File: src/sv/wcm_pkg.sv
package wcm_pkg;

  localparam int MaxPoints = 64;
  localparam int AddrW     = $clog2(MaxPoints);
  localparam int CntW      = $clog2(MaxPoints + 1);

  localparam int DistW   = 24;
  localparam int ConfW   = 16;
  localparam int ValW    = 24;
  localparam int FracW   = 24;
  localparam int RatioW  = 48;
  localparam int RatQW   = ConfW + FracW;
  localparam int WeightW = FracW + 1;
  localparam int WsumW   = WeightW + AddrW;
  localparam int MagSqW  = 2 * ValW;
  localparam int SpreadW = 15;

  localparam int DivNumW  = 64;
  localparam int DivDenW  = RatioW;
  localparam int DivStepW = $clog2(DivNumW + 1);

  localparam int SqrtInW   = 64;
  localparam int SqrtOutW  = SqrtInW / 2;
  localparam int SqrtStepW = $clog2(SqrtOutW + 1);

  localparam int CordSteps = 16;
  localparam int CordStepW = $clog2(CordSteps);
  localparam int CordW     = ValW + 12;
  localparam int AngW      = 21;
  localparam int PhaseW    = 16;
  localparam int CordPi    = 205887;
  localparam int PiQ       = 25736;
  localparam int TwoPiQ    = 51472;

  localparam int MulAW = WeightW;
  localparam int MulBW = 31;
  localparam int ProdW = MulAW + 1 + MulBW;

  typedef enum logic [4:0] {
    S_IDLE, S_RATIO, S_FIN,
    S_P1_RD, S_P1_RAT, S_P1_RATW, S_P1_WW, S_P1_SQ, S_P1_SQS, S_P1_SQW, S_P1_MAC,
    S_REF, S_REFS, S_REFW,
    S_P2_RD, S_P2_COR, S_P2_CW, S_P2_MUL,
    S_SPR, S_SPRW, S_SQ2W, S_OUT
  } wcm_state_t;

  function automatic logic [AngW-1:0] atan_step(input logic [CordStepW-1:0] i);
    logic [AngW-1:0] v;
    case (i)
      4'd0:    v = AngW'(51472);
      4'd1:    v = AngW'(30385);
      4'd2:    v = AngW'(16055);
      4'd3:    v = AngW'(8150);
      4'd4:    v = AngW'(4091);
      4'd5:    v = AngW'(2047);
      4'd6:    v = AngW'(1024);
      4'd7:    v = AngW'(512);
      4'd8:    v = AngW'(256);
      4'd9:    v = AngW'(128);
      4'd10:   v = AngW'(64);
      4'd11:   v = AngW'(32);
      4'd12:   v = AngW'(16);
      4'd13:   v = AngW'(8);
      4'd14:   v = AngW'(4);
      4'd15:   v = AngW'(2);
      default: v = '0;
    endcase
    return v;
  endfunction

endpackage

File: src/sv/wcm_sqrt.sv
module wcm_sqrt import wcm_pkg::*; (
  input  logic                clk,
  input  logic                rst_n,
  input  logic                start,
  input  logic [SqrtInW-1:0]  rad,
  output logic                done,
  output logic [SqrtOutW-1:0] root
);

  logic                 busy_r, done_r;
  logic [SqrtStepW-1:0] left_r;
  logic [SqrtInW-1:0]   rad_r;
  logic [SqrtOutW-1:0]  root_r;
  logic [SqrtOutW+1:0]  rem_r;
  logic [SqrtOutW+3:0]  trem, trial, diff;
  logic                 ge;

  assign trem  = {rem_r, rad_r[SqrtInW-1 -: 2]};
  assign trial = {2'b00, root_r, 2'b01};
  assign ge    = trem >= trial;
  assign diff  = trem - trial;

  always_ff @(posedge clk) begin
    if (!rst_n) begin
      busy_r <= 1'b0;
      done_r <= 1'b0;
      left_r <= '0;
    end else begin
      done_r <= 1'b0;
      if (start && !busy_r) begin
        busy_r <= 1'b1;
        left_r <= SqrtStepW'(SqrtOutW);
      end else if (busy_r) begin
        left_r <= left_r - 1'b1;
        if (left_r == SqrtStepW'(1)) begin
          busy_r <= 1'b0;
          done_r <= 1'b1;
        end
      end
    end
  end

  always_ff @(posedge clk) begin
    if (start && !busy_r) begin
      rad_r  <= rad;
      rem_r  <= '0;
      root_r <= '0;
    end else if (busy_r) begin
      rad_r  <= {rad_r[SqrtInW-3:0], 2'b00};
      rem_r  <= ge ? diff[SqrtOutW+1:0] : trem[SqrtOutW+1:0];
      root_r <= {root_r[SqrtOutW-2:0], ge};
    end
  end

  assign done = done_r;
  assign root = root_r;

endmodule

File: config.mk
export PLATFORM = sky130hd
export DESIGN_NAME = wcm_sqrt
export DESIGN_NICKNAME = d
export VERILOG_FILES = /design/src/sv/wcm_pkg.sv /design/src/sv/wcm_sqrt.sv
export SDC_FILE = /design/constraint.sdc
export NUM_CORES = 1
export LEC_CHECK = 0
export ABC_AREA = 1
export BUFFER_PORTS_ARGS = -buffer_cell sky130_fd_sc_hd__buf_2
export CAP_MARGIN = 20
export CORE_AREA = 2 2 132 134
export CTS_CLUSTER_SIZE = 16
export DETAILED_ROUTE_END_ITERATION = 7
export DIE_AREA = 0 0 134 136
export MAX_ROUTING_LAYER = met4
export PLACE_DENSITY = 0.69
export SLEW_MARGIN = 20
export SYNTH_ARGS = -nofsm -noshare
export SYNTH_HDL_FRONTEND = slang
export SYNTH_SLANG_ARGS = --single-unit
export TNS_END_PERCENT = 30
File: constraint.sdc
create_clock -name clk -period 4.25 [get_ports clk]
set_input_delay 0.85 -clock clk [delete_from_list [all_inputs] [get_ports clk]]
set_output_delay 0.85 -clock clk [all_outputs]
set_load 0.005 [all_outputs]
**Yosys cells after proc, flatten, opt, wreduce, memory -nomap -nowiden**

Cells that the tools add are included.

- Bitwise operators: 2
- Eq/ne operators: 1
- $mul: 0
- Add/subtract/negate cells: 2
- Reductions and logical operators: 5
- Order comparisons: 1
- Divide/modulo/power cells: 0
- Mux-type cells: 9
- Shift-type cells: 0

Operators by type and width:

| kind | number |
|---|---|
| 2-to-1 mux 64 bit | 2 |
| >= comparator 36 x 34 -> 1 bit | 1 |
| 2-to-1 mux 34 bit | 1 |
| subtractor 34 bit | 1 |
| 2-to-1 mux 6 bit | 2 |
| == test 6 x 1 -> 1 bit (second input constant) | 1 |
| subtractor 6 x 1 -> 6 bit (second input constant) | 1 |
| 2-to-1 mux 1 bit | 4 |
| OR reduction 3 bit | 1 |
| NOT 1 bit | 2 |
| nonzero test 2 bit | 1 |
| OR reduction 2 bit | 1 |
| logical AND 1 bit | 1 |
| logical NOT 1 bit | 1 |

- Memory bits (writable): 0
- Logic and storage cells: 27
- Register bits: 138
- Latch bits: 0
- Memories kept: 0
- Output and inout bits: 33
- Bits in read-only memories: 0

**Longest topological paths before layout**

- Word-level depth: 4
- Depth in mapped cells: 17
- Mapped depth without buffers: 16

**Worst setup path after synthesis**

OpenSTA, ideal clock, no wires.

- Kind: input-to-reg
- Start point: in start
- End point: reg rad_r[0], enable pin
- Required time: 3,797 ps
- Path buffers: 1
- Slack: 781 ps
- Stages: 3
- Arrival time: 3,016 ps
- Cells stage by stage: nor2_1 > inv_1 > buf_1

- Word-level cells in the longest chain between the ends: 2

RTL lines:

| element | line | text |
|---|---|---|
| start: declaration | wcm_sqrt.sv:4 | `input logic start,` |
| logical AND 1 bit | wcm_sqrt.sv:44 | `if (start && !busy_r) begin` |
| nonzero test 2 bit (no line) | -- |  |
| end signal: assignment | wcm_sqrt.sv:45 | `rad_r <= rad;` |
| end signal: assignment | wcm_sqrt.sv:49 | `rad_r <= {rad_r[SqrtInW-3:0], 2'b00};` |
| end: declaration | wcm_sqrt.sv:12 | `logic [SqrtInW-1:0] rad_r;` |

Every way passes these cells.
A chain may end at the register's enable or synchronous reset.

**Final worst setup path**

- Start point: reg root_r[17] (netlist: root[17])
- End point: reg rem_r[23]

- Word-level cells in the longest chain between the ends: 2
- Elaborated cells on any way between the ends: 3
- Those cells by class: add/sub: 1; order compare: 1; mux: 1

RTL lines:

| element | line | text |
|---|---|---|
| start: declaration | wcm_sqrt.sv:13 | `logic [SqrtOutW-1:0] root_r;` |
| start signal: assignment | wcm_sqrt.sv:51 | `root_r <= {root_r[SqrtOutW-2:0], ge};` |
| subtractor 34 bit or >= comparator 36 x 34 -> 1 bit (tied branches) | wcm_sqrt.sv:21, wcm_sqrt.sv:20 |  |
| 2-to-1 mux 34 bit * | wcm_sqrt.sv:50 | `rem_r <= ge ? diff[SqrtOutW+1:0] : trem[SqrtOutW+1:0];` |
| end signal: assignment | wcm_sqrt.sv:50 |  |
| end: declaration | wcm_sqrt.sv:14 | `logic [SqrtOutW+1:0] rem_r;` |

Mark *: on every way between the ends. The rest lies on a longest branch, timed or not.

==> impl_metrics.env <==
export IMPL_grt_pass1_vias=6961
export IMPL_required_ns=4.57
export IMPL_ys_seq_area_share_pct=41.34
export IMPL_wl_per_cell_um=14.69
export IMPL_drv_slew=0
export IMPL_cts_tree="done"
export IMPL_synth_most_common_cell="nand2_1"
export IMPL_fin_tns_setup_ns=0
export IMPL_antenna_cells=0
export IMPL_synth_edf_count=64
export IMPL_fill_cells=1623
export IMPL_ys_seq_elements=138
export IMPL_cp_start_kind="flop"
export IMPL_r2r_end="rem_r[23]"
export IMPL_fin_skew_ns=0.01636
export IMPL_hold_buffers=0
export IMPL_area_growth_pct=15.99
export IMPL_min_path_type="reg2reg"
export IMPL_synthTopCellsByArea="edfxtp_1 (23%), dfxtp_1 (18%), nand2_1 (16%)"
export IMPL_r2r_slack_ns=1.58
export IMPL_ioPinCount=100
export IMPL_fp_dieH_um=136
export IMPL_synth_common_cells="nand2_1 (361), inv_1 (173), nand3_1 (90)"
export IMPL_nets=1286
export IMPL_antenna_found_initial=0
export IMPL_postSynth_asyncResetShare_pct=0
export IMPL_finalHoldViolations=0
export IMPL_start_util_pct=48.78
export IMPL_rr_worst_depth=12
export IMPL_syn_cell_area_um2=8233
export IMPL_dieArea_um2=18220
export IMPL_clock_latency_ns=0.43
export IMPL_grt_start_max_net_pins=52
export IMPL_cp_slowest_cell="nand2_2"
export IMPL_fmax_mhz=373.9
export IMPL_fp_dieW_um=134
export IMPL_synth_avg_cell_area_um2=7.588
export IMPL_fin_area_um2=9549
export IMPL_grt_usage_pct=24.32
export IMPL_synthesis_nets=1188
export IMPL_ant_nets=0
export IMPL_ctsHtreeMaxLevel=4
export IMPL_tightest_slew_ns=0.8358
export IMPL_power_density_nw_per_um2=738.4
export IMPL_drtPass1Iterations=7
export IMPL_cts_num_sinks=138
export IMPL_cp_end_kind="flop"
export IMPL_yosysTopAreaCell="edfxtp_1"
export IMPL_min_delay_start="rem_r[32]"
export IMPL_holdWs_ns=0.4618
export IMPL_p_leak_nw=4.754
export IMPL_core_area_um2=16880
export IMPL_max_vdd_ir_drop_uv=356.1
export IMPL_arrival_ns=3.00
export IMPL_clockRootBuffer="clkbuf_16"
export IMPL_portBuffers=99
export IMPL_post_dp_cell_area_um2=8939
export IMPL_post_cts_buffers=0
export IMPL_cts_buffers_inserted=17
export IMPL_place_gp_congestion=0.9688
export IMPL_multi_input_comb_area_um2=4024
export IMPL_yosys_warnings=0
export IMPL_viasPerCell=5.020
export IMPL_path_cells="inv_1 -> ha_1 -> a21oi_1 -> nand2_1 -> a21oi_2 -> nand2_1 -> nand2_1 -> nand4_2 -> nand2_2 -> nand2_1 -> nand2_1 -> nand2_1"
export IMPL_grt_overflow=0
export IMPL_hpwl_mm=15.39
export IMPL_crit_buf_inv=1
export IMPL_cts_buffer_depth=2
export IMPL_fin_crit_sh_pct=62.93
export IMPL_path_clk_slew_ns=0.06
export IMPL_slowest_delay_ns=0.42
export IMPL_rsz0062_at_grt="no"
export IMPL_status="finished, final reports clean"
export IMPL_hold_path_endpoint="rem_r[32]"
export IMPL_drc_errors=0
export IMPL_synth_main_ff_cell="dfxtp_1"
export IMPL_grt_pass1_wl_mm=34.02
export IMPL_layout_drive_gt1_share_pct=18.14
export IMPL_slew_headroom_pct=44.22
export IMPL_crit_type="reg2reg"
export IMPL_setup_violations_final=0
export IMPL_vias=7133
export IMPL_routed_wl_mm=20.87
export IMPL_drtIter0Drc=354
export IMPL_regArea_um2=3403
export IMPL_drv_cap=0
export IMPL_finalCriticalPeriod_ns=2.674
export IMPL_syn_inst=1085
export IMPL_cp_common_cell="nand2_1"
export IMPL_synth_top_area_share_pct=23.34
export IMPL_synth_cell_type_count=38
export IMPL_worstReg2RegStart="root[17]"
export IMPL_hold_depth=2
export IMPL_cp_top_family="simple AND/OR/NAND/NOR gates"
export IMPL_rows=48
export IMPL_crit_fanout=15
export IMPL_post_cts_resized=0
==> through the flow <==
| step | worst slack (ns) | util (%) | power (mW) | cells |
|---|---|---|---|---|
| 5_1_grt | 1.260 | 56.58 | 7.659 | 1421 |
| 3_5_place_dp | 1.615 | 52.97 | 5.470 | 1389 |
| 6_report | 1.576 | 56.58 | 7.051 | 1421 |
| 2_1_floorplan | 0.7809 | - | 4.594 | 1085 |
| 4_1_cts | 1.580 | 56.58 | 7.038 | 1421 |
| 3_3_place_gp | 1.619 | 52.97 | 5.450 | 1389 |
==> state kept, by name, indices dropped and copies added, names as in the netlist <==
register,flops
done,1
left_r,6
rad_r,64
root,32
busy_r,1
rem_r,34
==> where the power goes <==
group          leakage (nW)  internal (mW)  total (mW)  switching [mW]
clock network         0.294          0.908        1.54           0.635
registers              1.25           1.63        1.76           0.127
logic                  3.21           1.27        3.75            2.48
==> per-layer routing <==
metal | part of all wire [%] | vias up | global-route usage, %
li1 | - | 3694 | -
met1 | 46 | 3228 | 29.92
met2 | 46 | 179 | 39.89
met3 | 5.4 | 32 | 5.556
met4 | 2.1 | 0 | 7.683
met5 | 0 | - | -
==> how the worst max path moves through the flow <==
stage | from | endpoint | slack (ns) | cells after the start
detailed placement | root[17] | rem_r[23] | 1.62 | 12
global placement | root[17] | rem_r[24] | 1.62 | 12
global route | root[17] | rem_r[30] | 1.26 | 12
finish | root[17] | rem_r[23] | 1.58 | 12
floorplan | start | rad_r[0] | 0.78 | 3
CTS | root[17] | rem_r[23] | 1.58 | 12
==> layout make-up <==
type / count / area share, %
clock buffers: 21 / 5.162
clock inverters: 11 / 1.232
inverters: 176 / 6.931
multi-input cells: 743 / 42.14
flip-flops and latches: 138 / 35.64
well taps: 225 / 2.948
repair buffers: 107 / 5.949
==> cell families after synthesis <==
group,after synthesis,share of synthesized area (%)
and+or+nand+nor,551,27.57
xor gates and xnor gates,16,1.702
muxes,62,8.480
adders and majority gates,36,5.471
AOI/OAI and AO/OA,78,5.593
buffers and inverters,204,9.848
DFF,138,41.34
==> worst reg2reg max path: cells and delay by family (launching register included) <==
family / cells / cell delay (ns)
and+or+nand+nor: 8 / 1.32
adders and majority gates: 1 / 0.36
DFF: 1 / 0.33
AOI/OAI and AO/OA: 2 / 0.48
buffers and inverters: 1 / 0.08
==> layout by cell type, fill, tap and decap left out, types with 2 or more instances in the layout <==
cell type | synthesis | layout
xnor2_1 | 11 | 11
nor3_1 | 9 | 9
xor2_1 | 5 | 5
o21bai_1 | 4 | 4
nand2_2 | 1 | 2
nand4_1 | 12 | 12
o22ai_1 | 31 | 31
edfxtp_1 | 64 | 64
dfxtp_1 | 74 | 74
clkbuf_16 | 0 | 19
ha_1 | 36 | 36
o21a_1 | 2 | 2
nor2_1 | 66 | 65
o21ai_0 | 7 | 7
buf_2 | 9 | 99
mux2_2 | 62 | 62
inv_1 | 173 | 172
nor2_2 | 5 | 6
clkinvlp_4 | 0 | 2
inv_2 | 2 | 2
a21oi_1 | 28 | 28
inv_6 | 0 | 6
nand3_1 | 90 | 90
a21oi_2 | 2 | 2
nand2_1 | 361 | 360
buf_4 | 3 | 7
No activity file was read; power rests on OpenSTA's default activity.
