<file path="src/sv/wcm_pkg.sv">
package wcm_pkg;

  localparam int MaxPoints = 64;
  localparam int AddrW     = $clog2(MaxPoints);
  localparam int CntW      = $clog2(MaxPoints + 1);

  localparam int DistW   = 24;
  localparam int ConfW   = 16;
  localparam int ValW    = 24;
  localparam int FracW   = 24;
  localparam int RatioW  = 48;
  localparam int RatQW   = ConfW + FracW;
  localparam int WeightW = FracW + 1;
  localparam int WsumW   = WeightW + AddrW;
  localparam int MagSqW  = 2 * ValW;
  localparam int SpreadW = 15;

  localparam int DivNumW  = 64;
  localparam int DivDenW  = RatioW;
  localparam int DivStepW = $clog2(DivNumW + 1);

  localparam int SqrtInW   = 64;
  localparam int SqrtOutW  = SqrtInW / 2;
  localparam int SqrtStepW = $clog2(SqrtOutW + 1);

  localparam int CordSteps = 16;
  localparam int CordStepW = $clog2(CordSteps);
  localparam int CordW     = ValW + 12;
  localparam int AngW      = 21;
  localparam int PhaseW    = 16;
  localparam int CordPi    = 205887;
  localparam int PiQ       = 25736;
  localparam int TwoPiQ    = 51472;

  localparam int MulAW = WeightW;
  localparam int MulBW = 31;
  localparam int ProdW = MulAW + 1 + MulBW;

  typedef enum logic [4:0] {
    S_IDLE, S_RATIO, S_FIN,
    S_P1_RD, S_P1_RAT, S_P1_RATW, S_P1_WW, S_P1_SQ, S_P1_SQS, S_P1_SQW, S_P1_MAC,
    S_REF, S_REFS, S_REFW,
    S_P2_RD, S_P2_COR, S_P2_CW, S_P2_MUL,
    S_SPR, S_SPRW, S_SQ2W, S_OUT
  } wcm_state_t;

  function automatic logic [AngW-1:0] atan_step(input logic [CordStepW-1:0] i);
    logic [AngW-1:0] v;
    case (i)
      4'd0:    v = AngW'(51472);
      4'd1:    v = AngW'(30385);
      4'd2:    v = AngW'(16055);
      4'd3:    v = AngW'(8150);
      4'd4:    v = AngW'(4091);
      4'd5:    v = AngW'(2047);
      4'd6:    v = AngW'(1024);
      4'd7:    v = AngW'(512);
      4'd8:    v = AngW'(256);
      4'd9:    v = AngW'(128);
      4'd10:   v = AngW'(64);
      4'd11:   v = AngW'(32);
      4'd12:   v = AngW'(16);
      4'd13:   v = AngW'(8);
      4'd14:   v = AngW'(4);
      4'd15:   v = AngW'(2);
      default: v = '0;
    endcase
    return v;
  endfunction

endpackage

</file>
<file path="src/sv/wcm_div.sv">
module wcm_div import wcm_pkg::*; (
  input  logic                clk,
  input  logic                rst_n,
  input  logic                start,
  input  logic [DivNumW-1:0]  num,
  input  logic [DivDenW-1:0]  den,
  input  logic [DivStepW-1:0] steps,
  output logic                done,
  output logic [DivNumW-1:0]  quo
);

  logic                busy_r, done_r;
  logic [DivStepW-1:0] left_r;
  logic [DivNumW-1:0]  num_r, quo_r;
  logic [DivDenW-1:0]  den_r, rem_r;
  logic [DivDenW:0]    trial, diff;
  logic                ge;

  assign trial = {rem_r, num_r[DivNumW-1]};
  assign ge    = trial >= {1'b0, den_r};
  assign diff  = trial - {1'b0, den_r};

  always_ff @(posedge clk) begin
    if (!rst_n) begin
      busy_r <= 1'b0;
      done_r <= 1'b0;
      left_r <= '0;
    end else begin
      done_r <= 1'b0;
      if (start && !busy_r) begin
        busy_r <= 1'b1;
        left_r <= steps;
      end else if (busy_r) begin
        left_r <= left_r - 1'b1;
        if (left_r == DivStepW'(1)) begin
          busy_r <= 1'b0;
          done_r <= 1'b1;
        end
      end
    end
  end

  always_ff @(posedge clk) begin
    if (start && !busy_r) begin
      num_r <= num;
      den_r <= den;
      rem_r <= '0;
      quo_r <= '0;
    end else if (busy_r) begin
      num_r <= {num_r[DivNumW-2:0], 1'b0};
      rem_r <= ge ? diff[DivDenW-1:0] : trial[DivDenW-1:0];
      quo_r <= {quo_r[DivNumW-2:0], ge};
    end
  end

  assign done = done_r;
  assign quo  = quo_r;

endmodule

</file>
<file path="config.mk">
export PLATFORM = sky130hd
export DESIGN_NAME = wcm_div
export DESIGN_NICKNAME = d
export VERILOG_FILES = /design/src/sv/wcm_pkg.sv /design/src/sv/wcm_div.sv
export SDC_FILE = /design/constraint.sdc
export NUM_CORES = 1
export LEC_CHECK = 0
export ABC_CLOCK_PERIOD_IN_PS = 5700
export BUFFER_PORTS_ARGS = -buffer_cell sky130_fd_sc_hd__buf_2
export CAP_MARGIN = 30
export CELL_PAD_IN_SITES_DETAIL_PLACEMENT = 2
export CELL_PAD_IN_SITES_GLOBAL_PLACEMENT = 2
export CORE_ASPECT_RATIO = 2
export CORE_MARGIN = 10
export CORE_UTILIZATION = 30
export CTS_BUF_LIST = sky130_fd_sc_hd__clkbuf_16
export CTS_CLUSTER_DIAMETER = 120
export DETAILED_ROUTE_END_ITERATION = 8
export GPL_ROUTABILITY_DRIVEN = 0
export PLACE_DENSITY_LB_ADDON = 0.15
export REMOVE_ABC_BUFFERS = 1
export SLEW_MARGIN = 10
export SYNTH_ARGS = -nofsm -noshare
export SYNTH_HDL_FRONTEND = slang
export SYNTH_SLANG_ARGS = --single-unit
</file>
<file path="constraint.sdc">
create_clock -name clk -period 5.7 [get_ports clk]
set_clock_uncertainty 0.15 [all_clocks]
set_input_delay 0.57 -clock clk [delete_from_list [all_inputs] [get_ports clk]]
set_output_delay 0.57 -clock clk [all_outputs]
set_load 0.01 [all_outputs]
</file>
Word-level counts from Yosys, hierarchy flattened
Cells that the tools add are included.
Word-level totals
  output and inout bits: 65
  logic and storage cells: 26
  register bits after elaboration: 233
  bits of input ports: 122
Cells by class
  bitwise logic cells: 2
  multiplexer cells: 9
  add/subtract/negate cells: 2
  reductions and logical operators: 4
  order comparisons: 1
  equal/unequal tests: 1
Operator list (count)
  $mux 64: 2
  $ge 49x48->1: 1
  $mux 48: 1
  $sub 48x48->48: 1
  $mux 7: 2
  $eq 7x1->1 const B: 1
  $sub 7x1->7 const B: 1
  $mux 1: 4
  $reduce_or 3->1: 1
  $not 1->1: 2
  $reduce_bool 2->1: 1
  $logic_and 1x1->1: 1
  $logic_not 1->1: 1

Longest topological paths before layout
Gate-level depths: netlist (run 1).
  word-level depth: 4
  gate-level depth with buffers: 16
  gate-level depth less buffers: 13

Worst setup path after synthesis (run 1)
Ideal clock, no wire load.
  path kind: in2reg
  start point: input port start
  end point: register num_r[54], data pin
  path buffers: 1
  setup slack: 2.227 ns
  required time: 5.287 ns
  cell stages on the path: 4
  library setup time: 0.263 ns
  arrival time: 3.060 ns
  cell sequence: inv_1 nor2_1 clkbuf_1 mux2_2
On the way
  word-level cells in the longest chain between the ends: 2
RTL lines
  start: declaration: line wcm_div.sv:4  | input logic start,
  $logic_and 1x1->1: line wcm_div.sv:44  | if (start && !busy_r) begin
  $mux 64: line wcm_div.sv:44
  end signal: assignment: line wcm_div.sv:45  | num_r <= num;
  end signal: assignment: line wcm_div.sv:50  | num_r <= {num_r[DivNumW-2:0], 1'b0};
  end: declaration: line wcm_div.sv:14  | logic [DivNumW-1:0] num_r, quo_r;
No other way between the ends.
A chain may end at the register's enable or synchronous reset.

Worst setup path after layout (run 1)
  start point: register den_r[1]
  end point: register rem_r[36]
On the way
  word-level cells in the longest chain between the ends: 2
  elaborated cells between the ends (all ways): 3
  those cells by class: add/sub (1); order compare (1); mux (1)
RTL lines
  start: declaration: line wcm_div.sv:15  | logic [DivDenW-1:0] den_r, rem_r;
  start signal: assignment: line wcm_div.sv:46  | den_r <= den;
  $sub 48x48->48 / $ge 49x48->1 (equally long branches): line wcm_div.sv:21, wcm_div.sv:20
  $mux 48 *: line wcm_div.sv:51  | rem_r <= ge ? diff[DivDenW-1:0] : trial[DivDenW-1:0];
  end signal: assignment: line wcm_div.sv:51
  end: declaration: line wcm_div.sv:15
Every way passes the cells marked *; elsewhere a longest branch is shown, timed or not.

==> flow_metrics.py, run 1 <==
metrics = {
    "status": {
        "run_status": "complete, no violations",
    },
    "yosys": {
        "yosys.cell_count.top_type": "sky130_fd_sc_hd__nand2_1",
        "async_reset_ff_frac": 0,
        "ys_warn_count": 0,
        "yosys.cell_types.count": 66,
        "cell_count_after_synthesis": 1172,
        "syn-mean-instance-area_um2": 9.893,
        "postSynthRegisterBits": 233,
        "netlist.area_leader.share": 0.2901,
        "synth.yosys.seq_area_share": 0.4990,
        "synth.top_cells.by_count": "sky130_fd_sc_hd__nand2_1, sky130_fd_sc_hd__dfxtp_1, sky130_fd_sc_hd__edfxtp_1",
        "synth.top_cells.by_area": "sky130_fd_sc_hd__edfxtp_1, sky130_fd_sc_hd__dfxtp_1, sky130_fd_sc_hd__nand2_1",
        "synth_top_flop_cell": "sky130_fd_sc_hd__dfxtp_1",
        "synth_top_area_cell": "sky130_fd_sc_hd__edfxtp_1",
        "count_of_flip_flops_with_a_built_in_enable_after_synthesis": 112,
        "synth.cell_area_um2": 11590,
    },
    "drt": {
        "antenna_violating_nets_post_route": 0,
        "drtIter0Drc": 229,
        "drt_pass1_iterations": 4,
        "finalWirelength_mm": 38.33,
        "detail_route.wl_per_cell_um": 20.59,
        "avgViaCountPerCell": 4.936,
        "routed-via-count": 9191,
        "drc": 0,
    },
    "cts": {
        "clock_path_buffers": 3,
        "cts_root_buffer": "sky130_fd_sc_hd__clkbuf_16",
        "cts.clk_slew.worst_paths_ps": 70,
        "post-cts-setup-buffers": 0,
        "clock_insertion_delay_worst_skew_ps": 550,
        "cts_tree": "built",
        "cts_repair_resize_count": 0,
        "cts_max_level": 1,
        "cts_hold_repair.buffers": 0,
        "clock_net_sink_count": 233,
        "cts-buffers-inserted": 25,
    },
    "global_route": {
        "vias_in_the_first_global_route": 10570,
        "global_routing_usage_summed_across_all_routing_layers": 0.1578,
        "grt_start_max_net_pins": 75,
        "antenna_violations_before_repair": 5,
        "gr-total-overflow": 0,
        "grt_first_pass_wirelength_mm": 59.90,
    },
    "power": {
        "vdd_ir_drop_max_uv": 205.0,
        "power-per-cell-area_nw_per_um2": 437.2,
        "cellLeakagePower_nw": 5.651,
    },
    "sta": {
        "timing.max_slew.rel_slack": 0.4154,
        "grt_setup_unrepaired": "false",
        "final-hold-violation-count": 0,
        "drv_slew": 0,
        "post_layout_worst_setup_margin_ps": 1889,
        "layout_worst_path_cycle_share": 0.6685,
        "fmax_mhz": 262.4,
        "setup-violations-final": 0,
        "final_period_minus_worst_setup_slack_ps": 3811,
        "tightestPinTransition_ps": 876.8,
    },
    "layout": {
        "final_core_util": 0.3631,
        "layout.filler_cells": 4193,
        "areaGrowthSynthToFinish_pct": 19.11,
        "layout_cells_sized_above_1": 0.2394,
        "final_nets": 1499,
    },
    "worst_setup_path": {
        "worst-r2r-setup-slack_ps": 1890,
        "critical_path.endpoint": "rem_r[36]",
        "reg2regPathDepth": 11,
        "worst-endpoint-required_ps": 6010,
        "startpoint": "den_r[1]",
        "cp.arrival_ps": 4120,
        "reg_to_reg_endpoint": "rem_r[36]",
        "r2r-start": "den_r[1]",
        "crit_type": "register to register",
        "critPathLaunchType": "register",
        "critical_path_peak_fanout": 21,
        "endpoint_kind": "register",
    },
    "placed_design": {
        "dpl_worst_slack_ps": 1809,
        "place.detailed.hpwl_mm": 29.04,
        "port-buffer-count": 186,
    },
    "floorplan": {
        "std_cell_rows": 101,
        "die_w_um": 159.0,
        "initial_utilization": 0.3048,
        "ios": 187,
        "area_of_the_die_um2": 47390,
        "floorplan.core_area_um2": 38040,
        "die_y_um": 298.0,
    },
    "min_path": {
        "min-delay-path-class": "primary input to register",
    },
    "job": {
        "maxCapViolCount": 0,
    },
}
sequential cells by signal, indices dropped and copies added (netlist names):
signal and flops:
busy_r 1, den_r 48, done 1, left_r 7, num_r 64, quo 64
rem_r 48
cell families (layout without fill, tap and decap cells):
family | Yosys count | after routing | synth area share
compound gates | 292 | 292 | 0.1582
simple gates | 317 | 317 | 0.1146
xor+xnor | 50 | 50 | 0.03777
buf+inv | 135 | 308 | 0.04683
other cells | 0 | 2 | 0
flops | 233 | 233 | 0.4990
mux | 94 | 94 | 0.08795
fa+ha+maj | 51 | 51 | 0.05568
through the flow:
| step | hold WS [ps] | area [um2] | total power, mW | instances | setup TNS, ps |
|---|---|---|---|---|---|
| floorplan | 292.0 | 11300 | 3.742 | 1102 | -109700 |
| global placement | 305.7 | 12960 | 4.382 | 1813 | 0 |
| detailed placement | 322.6 | 12960 | 4.442 | 1813 | 0 |
| CTS | 13.07 | 13790 | 6.163 | 1859 | 0 |
| global route | 15.17 | 13810 | 6.451 | 1862 | 0 |
| finish | 46.82 | 13810 | 6.037 | 1862 | 0 |
layer usage:
| metal | vias to the layer above | GRT usage | wire length, um |
|---|---|---|---|
| li1 | 4442 | - | - |
| met1 | 4551 | 0.1448 | 13070 |
| met2 | 139 | 0.3301 | 22800 |
| met3 | 55 | 0.03094 | 1473 |
| met4 | 4 | 0.04797 | 963 |
| met5 | - | 0 | 21 |
final cells by class:
cell class | count | area (um2) | area share
Sequential cell | 233 | 5787 | 0.4190
Multi-Input combinational cell | 804 | 5283 | 0.3825
Timing Repair Buffer | 197 | 1026 | 0.07429
Clock buffer | 26 | 650.6 | 0.04711
Tap cell | 515 | 644.4 | 0.04666
Inverter | 65 | 245.2 | 0.01776
Clock inverter | 20 | 170.2 | 0.01232
Antenna cell | 2 | 5.005 | 0.0003624
report_power, final:
| group | switching [mW] | internal, mW |
|---|---|---|
| registers | 0.179 | 2.01 |
| clock network | 0.737 | 0.927 |
| logic | 1.32 | 0.861 |
critical path, stage by stage (launching register included):
cell and delay, ps:
sky130_fd_sc_hd__edfxtp_1 380, sky130_fd_sc_hd__inv_1 50, sky130_fd_sc_hd__ha_1 280, sky130_fd_sc_hd__nor2b_1 170, sky130_fd_sc_hd__o2111a_2 250, sky130_fd_sc_hd__o21bai_1 100
sky130_fd_sc_hd__a32o_1 310, sky130_fd_sc_hd__or3_1 430, sky130_fd_sc_hd__a21oi_1 240, sky130_fd_sc_hd__a21o_2 540, sky130_fd_sc_hd__nand2_1 470, sky130_fd_sc_hd__o221ai_1 350
cell usage in the layout, fill, tap and decap left out, types with 3 or more instances in the layout:
cell / netlist / final
sky130_fd_sc_hd__nand2_1: 228 / 228
sky130_fd_sc_hd__buf_2: 5 / 186
sky130_fd_sc_hd__dfxtp_1: 121 / 120
sky130_fd_sc_hd__edfxtp_1: 112 / 112
sky130_fd_sc_hd__o21ai_0: 85 / 85
sky130_fd_sc_hd__inv_1: 65 / 64
sky130_fd_sc_hd__mux2_2: 63 / 63
sky130_fd_sc_hd__o21ai_1: 52 / 52
sky130_fd_sc_hd__a21oi_1: 51 / 51
sky130_fd_sc_hd__ha_1: 50 / 50
sky130_fd_sc_hd__mux2i_1: 31 / 31
sky130_fd_sc_hd__nor2_1: 30 / 28
sky130_fd_sc_hd__xor2_1: 26 / 26
sky130_fd_sc_hd__clkbuf_16: 0 / 26
sky130_fd_sc_hd__xnor2_1: 24 / 24
sky130_fd_sc_hd__a21o_1: 18 / 17
sky130_fd_sc_hd__nand4_1: 15 / 15
sky130_fd_sc_hd__buf_4: 4 / 10
sky130_fd_sc_hd__o21bai_1: 9 / 9
sky130_fd_sc_hd__nor3_1: 9 / 9
sky130_fd_sc_hd__a31oi_1: 9 / 9
sky130_fd_sc_hd__and3_1: 8 / 8
sky130_fd_sc_hd__nand3_1: 8 / 8
sky130_fd_sc_hd__a22oi_1: 8 / 8
sky130_fd_sc_hd__o211ai_1: 6 / 6
sky130_fd_sc_hd__clkinv_2: 0 / 6
sky130_fd_sc_hd__o211a_1: 6 / 6
sky130_fd_sc_hd__clkinvlp_4: 0 / 5
sky130_fd_sc_hd__or3_1: 4 / 4
sky130_fd_sc_hd__o31ai_1: 4 / 4
sky130_fd_sc_hd__o21a_1: 4 / 4
sky130_fd_sc_hd__nor2b_1: 3 / 3
sky130_fd_sc_hd__nor4_1: 3 / 3
sky130_fd_sc_hd__o22ai_1: 3 / 3
sky130_fd_sc_hd__and4_1: 3 / 3
sky130_fd_sc_hd__o221ai_1: 3 / 3
sky130_fd_sc_hd__a221o_1: 3 / 3
sky130_fd_sc_hd__clkinv_1: 0 / 3
worst min-delay path by stage:
stage	startpoint	endpoint	slack (ps)	cells after the start
6_report	den[40]	den_r[40]	50	1
5_1_grt	den[40]	den_r[40]	20	1
4_1_cts	den[40]	den_r[40]	10	1
3_5_place_dp	rem_r[4]	rem_r[4]	320	2
3_3_place_gp	quo[63]	quo[63]	310	2
2_1_floorplan	rem_r[14]	rem_r[14]	290	2
Power figures use the tool's default switching activity.
==> run 2: changes to the inputs <==
- ABC_CLOCK_PERIOD_IN_PS: 5700 -> 3420
- clock period: 5.7 -> 3.42 ns (I/O delays scaled with it)
==> run 2 against run 1 <==
  * Sequential power is 67% higher
  * Fmax is 15% higher
  * Register-to-register slack worse by 1800 ps
  * Critical path depth is 1 higher
  * Routed wire length is 11% higher
  * Cell area is 12% higher
  * First-iteration DRC count is 14% higher
  * Clock power is 73% higher
  * Sequential share of layout area is 4.4 points lower
  * Via count is 8.0% higher
  * Global-route usage is 1.6 points higher
==> flow_metrics.py, run 2 (synthesized netlist as in run 1, its figures left out) <==
metrics = {
    "sta": {
        "fmax_mhz": 302.0,
        "timing.max_slew.rel_slack": 0.5516,
        "final_period_minus_worst_setup_slack_ps": 3312,
        "tightestPinTransition_ps": 672.6,
        "final-hold-violation-count": 0,
        "drv_slew": 0,
        "fin_setup_tns_ps": 0,
        "setup-violations-final": 0,
        "grt_setup_unrepaired": "true",
        "layout_worst_path_cycle_share": 0.9683,
    },
    "placed_design": {
        "post-place-cells": 1852,
        "place.detailed.hpwl_mm": 29.40,
        "port-buffer-count": 186,
        "post_dp_cell_area_um2": 13310,
    },
    "global_route": {
        "use_met3": 0.02638,
        "global_routing_usage_summed_across_all_routing_layers": 0.1741,
        "antenna_violations_before_repair": 4,
        "gr-total-overflow": 0,
        "grt_start_max_net_pins": 112,
        "grtUsageMet2": 0.3586,
        "grt_first_pass_wirelength_mm": 65.98,
        "busiest_layer": "met2",
        "grt_use_met1": 0.1637,
        "vias_in_the_first_global_route": 11470,
    },
    "power": {
        "vdd_ir_drop_max_uv": 335.4,
        "finalPower_mw": 10.70,
        "intPower_mw": 6.810,
        "pwr-share-seq": 0.342,
        "power-per-cell-area_nw_per_um2": 692.5,
        "net_switching_share_of_the_total_power": 0.3633,
        "power.share.clock": 0.269,
        "cellLeakagePower_nw": 6.389,
        "total_switching_power_mw": 3.885,
        "power_share_of_the_combinational_group": 0.389,
    },
    "floorplan": {
        "die_w_um": 159.0,
        "ios": 187,
        "initial_utilization": 0.3048,
        "std_cell_rows": 101,
        "area_of_the_die_um2": 47390,
        "die_y_um": 298.0,
        "floorplan.core_area_um2": 38040,
    },
    "layout": {
        "layout.filler_cells": 4087,
        "final_design_area_no_fill_um2": 15450,
        "area.sequential_um2": 5787,
        "area_of_the_multi_input_gates_um2": 5360,
        "areaGrowthSynthToFinish_pct": 33.21,
        "instances_no_fill": 2022,
        "final_common_cell": "sky130_fd_sc_hd__nand2_1",
        "most-common-layout-cells": "sky130_fd_sc_hd__nand2_1, sky130_fd_sc_hd__buf_2, sky130_fd_sc_hd__dfxtp_1, sky130_fd_sc_hd__dlygate4sd3_1, sky130_fd_sc_hd__edfxtp_1",
        "layout_cells_sized_above_1": 0.2468,
        "final_nets": 1657,
    },
    "worst_setup_path": {
        "cp.arrival_ps": 3620,
        "worst-endpoint-required_ps": 3720,
        "crit_type": "register to register",
        "endpoint_kind": "register",
        "critPathLaunchType": "register",
        "critical_path_peak_fanout": 5,
    },
    "drt": {
        "routed-via-count": 9924,
        "detail_route.wl_per_cell_um": 21.05,
        "antenna_violating_nets_post_route": 0,
        "drt_pass1_iterations": 4,
        "drc": 0,
        "drtIter0Drc": 261,
        "finalWirelength_mm": 42.56,
        "avgViaCountPerCell": 4.908,
    },
    "status": {
        "run_status": "complete, no violations",
    },
    "cts": {
        "clock_insertion_delay_worst_skew_ps": 550,
        "cts_tree": "built",
        "cts_root_buffer": "sky130_fd_sc_hd__clkbuf_16",
        "clock_net_sink_count": 233,
        "cts.clk_slew.worst_paths_ps": 70,
        "clock_path_buffers": 3,
        "cts_max_level": 1,
        "cts-buffers-inserted": 25,
    },
    "job": {
        "maxCapViolCount": 0,
    },
    "min_path": {
        "min-delay-path-class": "primary input to register",
    },
}
[run 2: metrics by stage]
stage / hold slack [ps] / worst slack [ps] / utilization
2_1_floorplan: 290.9 / -3407 / -
3_3_place_gp: 306.8 / 58.71 / 0.3499
3_5_place_dp: 311.3 / -48.38 / 0.3499
4_1_cts: 4.937 / 18.99 / 0.4034
5_1_grt: 27.10 / -45.86 / 0.4061
6_report: 34.14 / 108.3 / 0.4061
[run 2: area by class of cell]
cell class | count | area share
multi-input cells | 804 | 0.3470
well taps | 515 | 0.04172
diodes | 4 | 0.0006480
inverters | 65 | 0.01588
repair buffers | 355 | 0.1658
clock inverters | 21 | 0.01377
flip-flops and latches | 233 | 0.3746
clock buffers | 25 | 0.04050
[run 2: routing by layer]
layer	routed length, um	up-vias	part of all wire
met2	25160	172	0.59
met4	1469	0	0.035
met1	14620	4898	0.34
met5	0	-	0
met3	1309	79	0.031
li1	-	4775	-
[run 2: path summary, 6_finish.rpt]
| kind | cells after the start | end | slack [ps] | startpoint |
|---|---|---|---|---|
| worst min register to register | 2 | rem_r[2] | 320 | rem_r[2] |
| worst max register to register | 12 | rem_r[35] | 110 | den_r[1] |
| worst min-delay path | 4 | left_r[0] | 30 | steps[0] |
| worst max-delay path | 12 | rem_r[35] | 110 | den_r[1] |
[run 2: repair_timing]
item | CTS | global route
endpoints found under the hold margin | 120 | 0
pin swaps | 0 | 5
setup buffers | 0 | 2
gates resized for setup | 4 | 17
hold buffers | 118 | 0
endpoints found under the setup margin | 17 | 30
[run 2: critical path, stage by stage, from the launching register on]
cell	delay, ps
sky130_fd_sc_hd__edfxtp_1	390
sky130_fd_sc_hd__inv_1	60
sky130_fd_sc_hd__ha_1	290
sky130_fd_sc_hd__nor2b_1	180
sky130_fd_sc_hd__o2111a_2	240
sky130_fd_sc_hd__o21bai_1	120
sky130_fd_sc_hd__a32o_1	320
sky130_fd_sc_hd__or3_1	440
sky130_fd_sc_hd__a21oi_2	230
sky130_fd_sc_hd__a21o_4	210
sky130_fd_sc_hd__nand2_1	130
sky130_fd_sc_hd__buf_4	240
sky130_fd_sc_hd__o221ai_1	210
[run 2: power by group through the flow]
stage | Combinational [mW] | Clock (mW) | Sequential (mW)
4_1_cts | 4.13 | 2.97 | 3.65
5_1_grt | 4.59 | 3.07 | 3.70
3_5_place_dp | 3.98 | 0 | 3.70
3_3_place_gp | 3.89 | 0 | 3.69
2_1_floorplan | 2.63 | 0 | 3.61
6_report | 4.16 | 2.88 | 3.65
==> run 3: changes to the inputs <==
- ABC_CLOCK_PERIOD_IN_PS: 3420 -> 3700
- SETUP_SLACK_MARGIN: default -> 0.2
- clock period: 3.42 -> 3.7 ns (I/O delays scaled with it)
==> run 3 against run 2 <==
  * Combinational power shrank 12%
  * Core utilization shrank 0.86 points
  * Power shrank 10%
  * Hold slack lost 8.5 ps
  * Clock power shrank 10%
  * Cell count shrank 1.5%
  * Register-to-register slack gained 270 ps
  * Die area is the same
  * Sequential share of layout area grew 0.81 points
  * Global-route usage shrank 0.11 points
  * Critical path type unchanged
  * Largest cell class unchanged
  * Highest routed layer unchanged
==> flow_metrics.py, run 3 (synthesized netlist as in run 1, its figures left out) <==
metrics = {
    "floorplan": {
        "std_cell_rows": 101,
        "die_y_um": 298.0,
        "area_of_the_die_um2": 47390,
        "floorplan.core_area_um2": 38040,
        "initial_utilization": 0.3048,
        "die_w_um": 159.0,
        "ios": 187,
    },
    "status": {
        "run_status": "complete, no violations",
    },
    "cts": {
        "cts_tree": "built",
        "cts_max_level": 1,
        "cts.clk_slew.worst_paths_ps": 70,
        "cts_root_buffer": "sky130_fd_sc_hd__clkbuf_16",
        "clock_net_sink_count": 233,
        "post-cts-setup-buffers": 0,
        "clock_insertion_delay_worst_skew_ps": 560,
        "clock_path_buffers": 3,
        "cts-buffers-inserted": 26,
    },
    "drt": {
        "route.met3.wl_mm": 1.327,
        "wl_met1_mm": 14.32,
        "detail_route.wl_per_cell_um": 21.08,
        "drt_pass1_iterations": 4,
        "drc": 0,
        "top_layer": "met4",
        "avgViaCountPerCell": 4.910,
        "finalWirelength_mm": 41.97,
        "dr_wl_met2_mm": 25.00,
        "drtIter0Drc": 326,
        "routed-via-count": 9775,
        "antenna_violating_nets_post_route": 0,
    },
    "layout": {
        "layout.filler_cells": 4128,
        "areaGrowthSynthToFinish_pct": 30.39,
        "final_common_cell": "sky130_fd_sc_hd__nand2_1",
        "layout_cells_sized_above_1": 0.2305,
        "final_nets": 1624,
        "area.sequential_um2": 5787,
        "instances_no_fill": 1991,
        "area_of_the_multi_input_gates_um2": 5334,
        "most-common-layout-cells": "sky130_fd_sc_hd__nand2_1, sky130_fd_sc_hd__buf_2, sky130_fd_sc_hd__dfxtp_1, sky130_fd_sc_hd__dlygate4sd3_1, sky130_fd_sc_hd__edfxtp_1",
        "final_design_area_no_fill_um2": 15120,
    },
    "sta": {
        "tightestPinTransition_ps": 869.9,
        "drv_slew": 0,
        "timing.max_slew.rel_slack": 0.4200,
        "fmax_mhz": 300.7,
        "fin_setup_tns_ps": 0,
        "setup-violations-final": 0,
        "layout_worst_path_cycle_share": 0.8988,
        "final_period_minus_worst_setup_slack_ps": 3325,
        "final-hold-violation-count": 0,
        "grt_setup_unrepaired": "false",
    },
    "global_route": {
        "grt_first_pass_wirelength_mm": 65.93,
        "gr-total-overflow": 0,
        "global_routing_usage_summed_across_all_routing_layers": 0.1730,
        "antenna_violations_before_repair": 4,
        "grt_start_max_net_pins": 79,
        "vias_in_the_first_global_route": 11420,
    },
    "worst_setup_path": {
        "cp.arrival_ps": 3600,
        "number_of_buffers_and_inverters_on_the_critical_path": 2,
        "critical_path_peak_fanout": 21,
        "path_cells": "inv_1 -> ha_1 -> nor2b_1 -> o2111a_2 -> o21bai_1 -> a32o_1 -> or3_4 -> a21oi_4 -> a21o_4 -> buf_8 -> mux2i_1 -> o21ai_1",
        "cpMaxStageDelayCell": "sky130_fd_sc_hd__or3_4",
        "timing.critical_path.max_delay_family": "compound AO/OA/AOI/OAI gates",
        "crit_type": "register to register",
        "endpoint_kind": "register",
        "critical-path-max-stage-delay_ps": 450,
        "worst-endpoint-required_ps": 3980,
        "critPathLaunchType": "register",
    },
    "min_path": {
        "min-delay-path-class": "primary input to register",
    },
    "placed_design": {
        "post-place-cells": 1825,
        "place.detailed.hpwl_mm": 29.09,
        "port-buffer-count": 186,
        "post_dp_cell_area_um2": 13070,
    },
    "power": {
        "power-per-cell-area_nw_per_um2": 635.4,
        "vdd_ir_drop_max_uv": 333.6,
        "finalPower_mw": 9.606,
        "cellLeakagePower_nw": 6.196,
    },
    "job": {
        "maxCapViolCount": 0,
    },
}
==> run 3: changes by cell type in the layout (fill, tap and decap cells not counted), sizes merged, moves of 2 or more <==
cell         before  now
bufinv            4    1
dlygate4sd3     118  113
clkbuf           25   27
buf             237  208
clkinv           13   17
inv              67   65
==> run 3: report_power, final <==
part | switching [mW] | internal [mW]
Clock | 1.17 | 1.41
Combinational | 2.15 | 1.51
Sequential | 0.258 | 3.10
Total | 3.58 | 6.02
==> run 3: repair_timing <==
action                                 4_1_cts  5_1_grt
hold buffers                               113        0
endpoints found under the hold margin      118        0
gates resized for setup                      1       17
setup endpoints to repair                   48       48
==> run 3: final timing paths <==
check                           slack [ps]  startpoint  cells past startpoint         to
worst max register to register         370    den_r[1]                     12  rem_r[33]
worst min register to register         320     quo[63]                      2    quo[63]
worst min-delay path                    30    steps[5]                      4  left_r[5]
worst max-delay path                   370    den_r[1]                     12  rem_r[33]
==> run 3: layout make-up <==
type | instances | area share
sequential | 233 | 0.3828
multi-input combinational | 804 | 0.3528
clock inverter | 21 | 0.01043
antenna | 5 | 0.0008276
tap | 515 | 0.04262
inverter | 65 | 0.01622
clock buffer | 27 | 0.04469
timing repair buffer | 321 | 0.1496
==> run 3: tightest hold or removal path, delay by kind of cell <==
family | cells | cell delay [ps]
AOI/OAI and AO/OA | 1 | 140
muxes | 1 | 60
buffers and inverters | 1 | 80
and+or+nand+nor | 1 | 60
==> run 3: routing by layer <==
layer	up-vias	global-route usage
met4	0	0.05813
met5	-	0
li1	4690	-
met2	172	0.3604
met3	65	0.02583
met1	4848	0.1627
==> run 3: stage by stage <==
step	setup WS, ps	utilization	hold slack (ps)
floorplan	-3127	-	292.0
global placement	56.44	0.3435	303.5
detailed placement	16.36	0.3435	318.1
CTS	79.19	0.3953	2.126
global route	204.6	0.3975	29.46
finish	374.6	0.3975	25.60
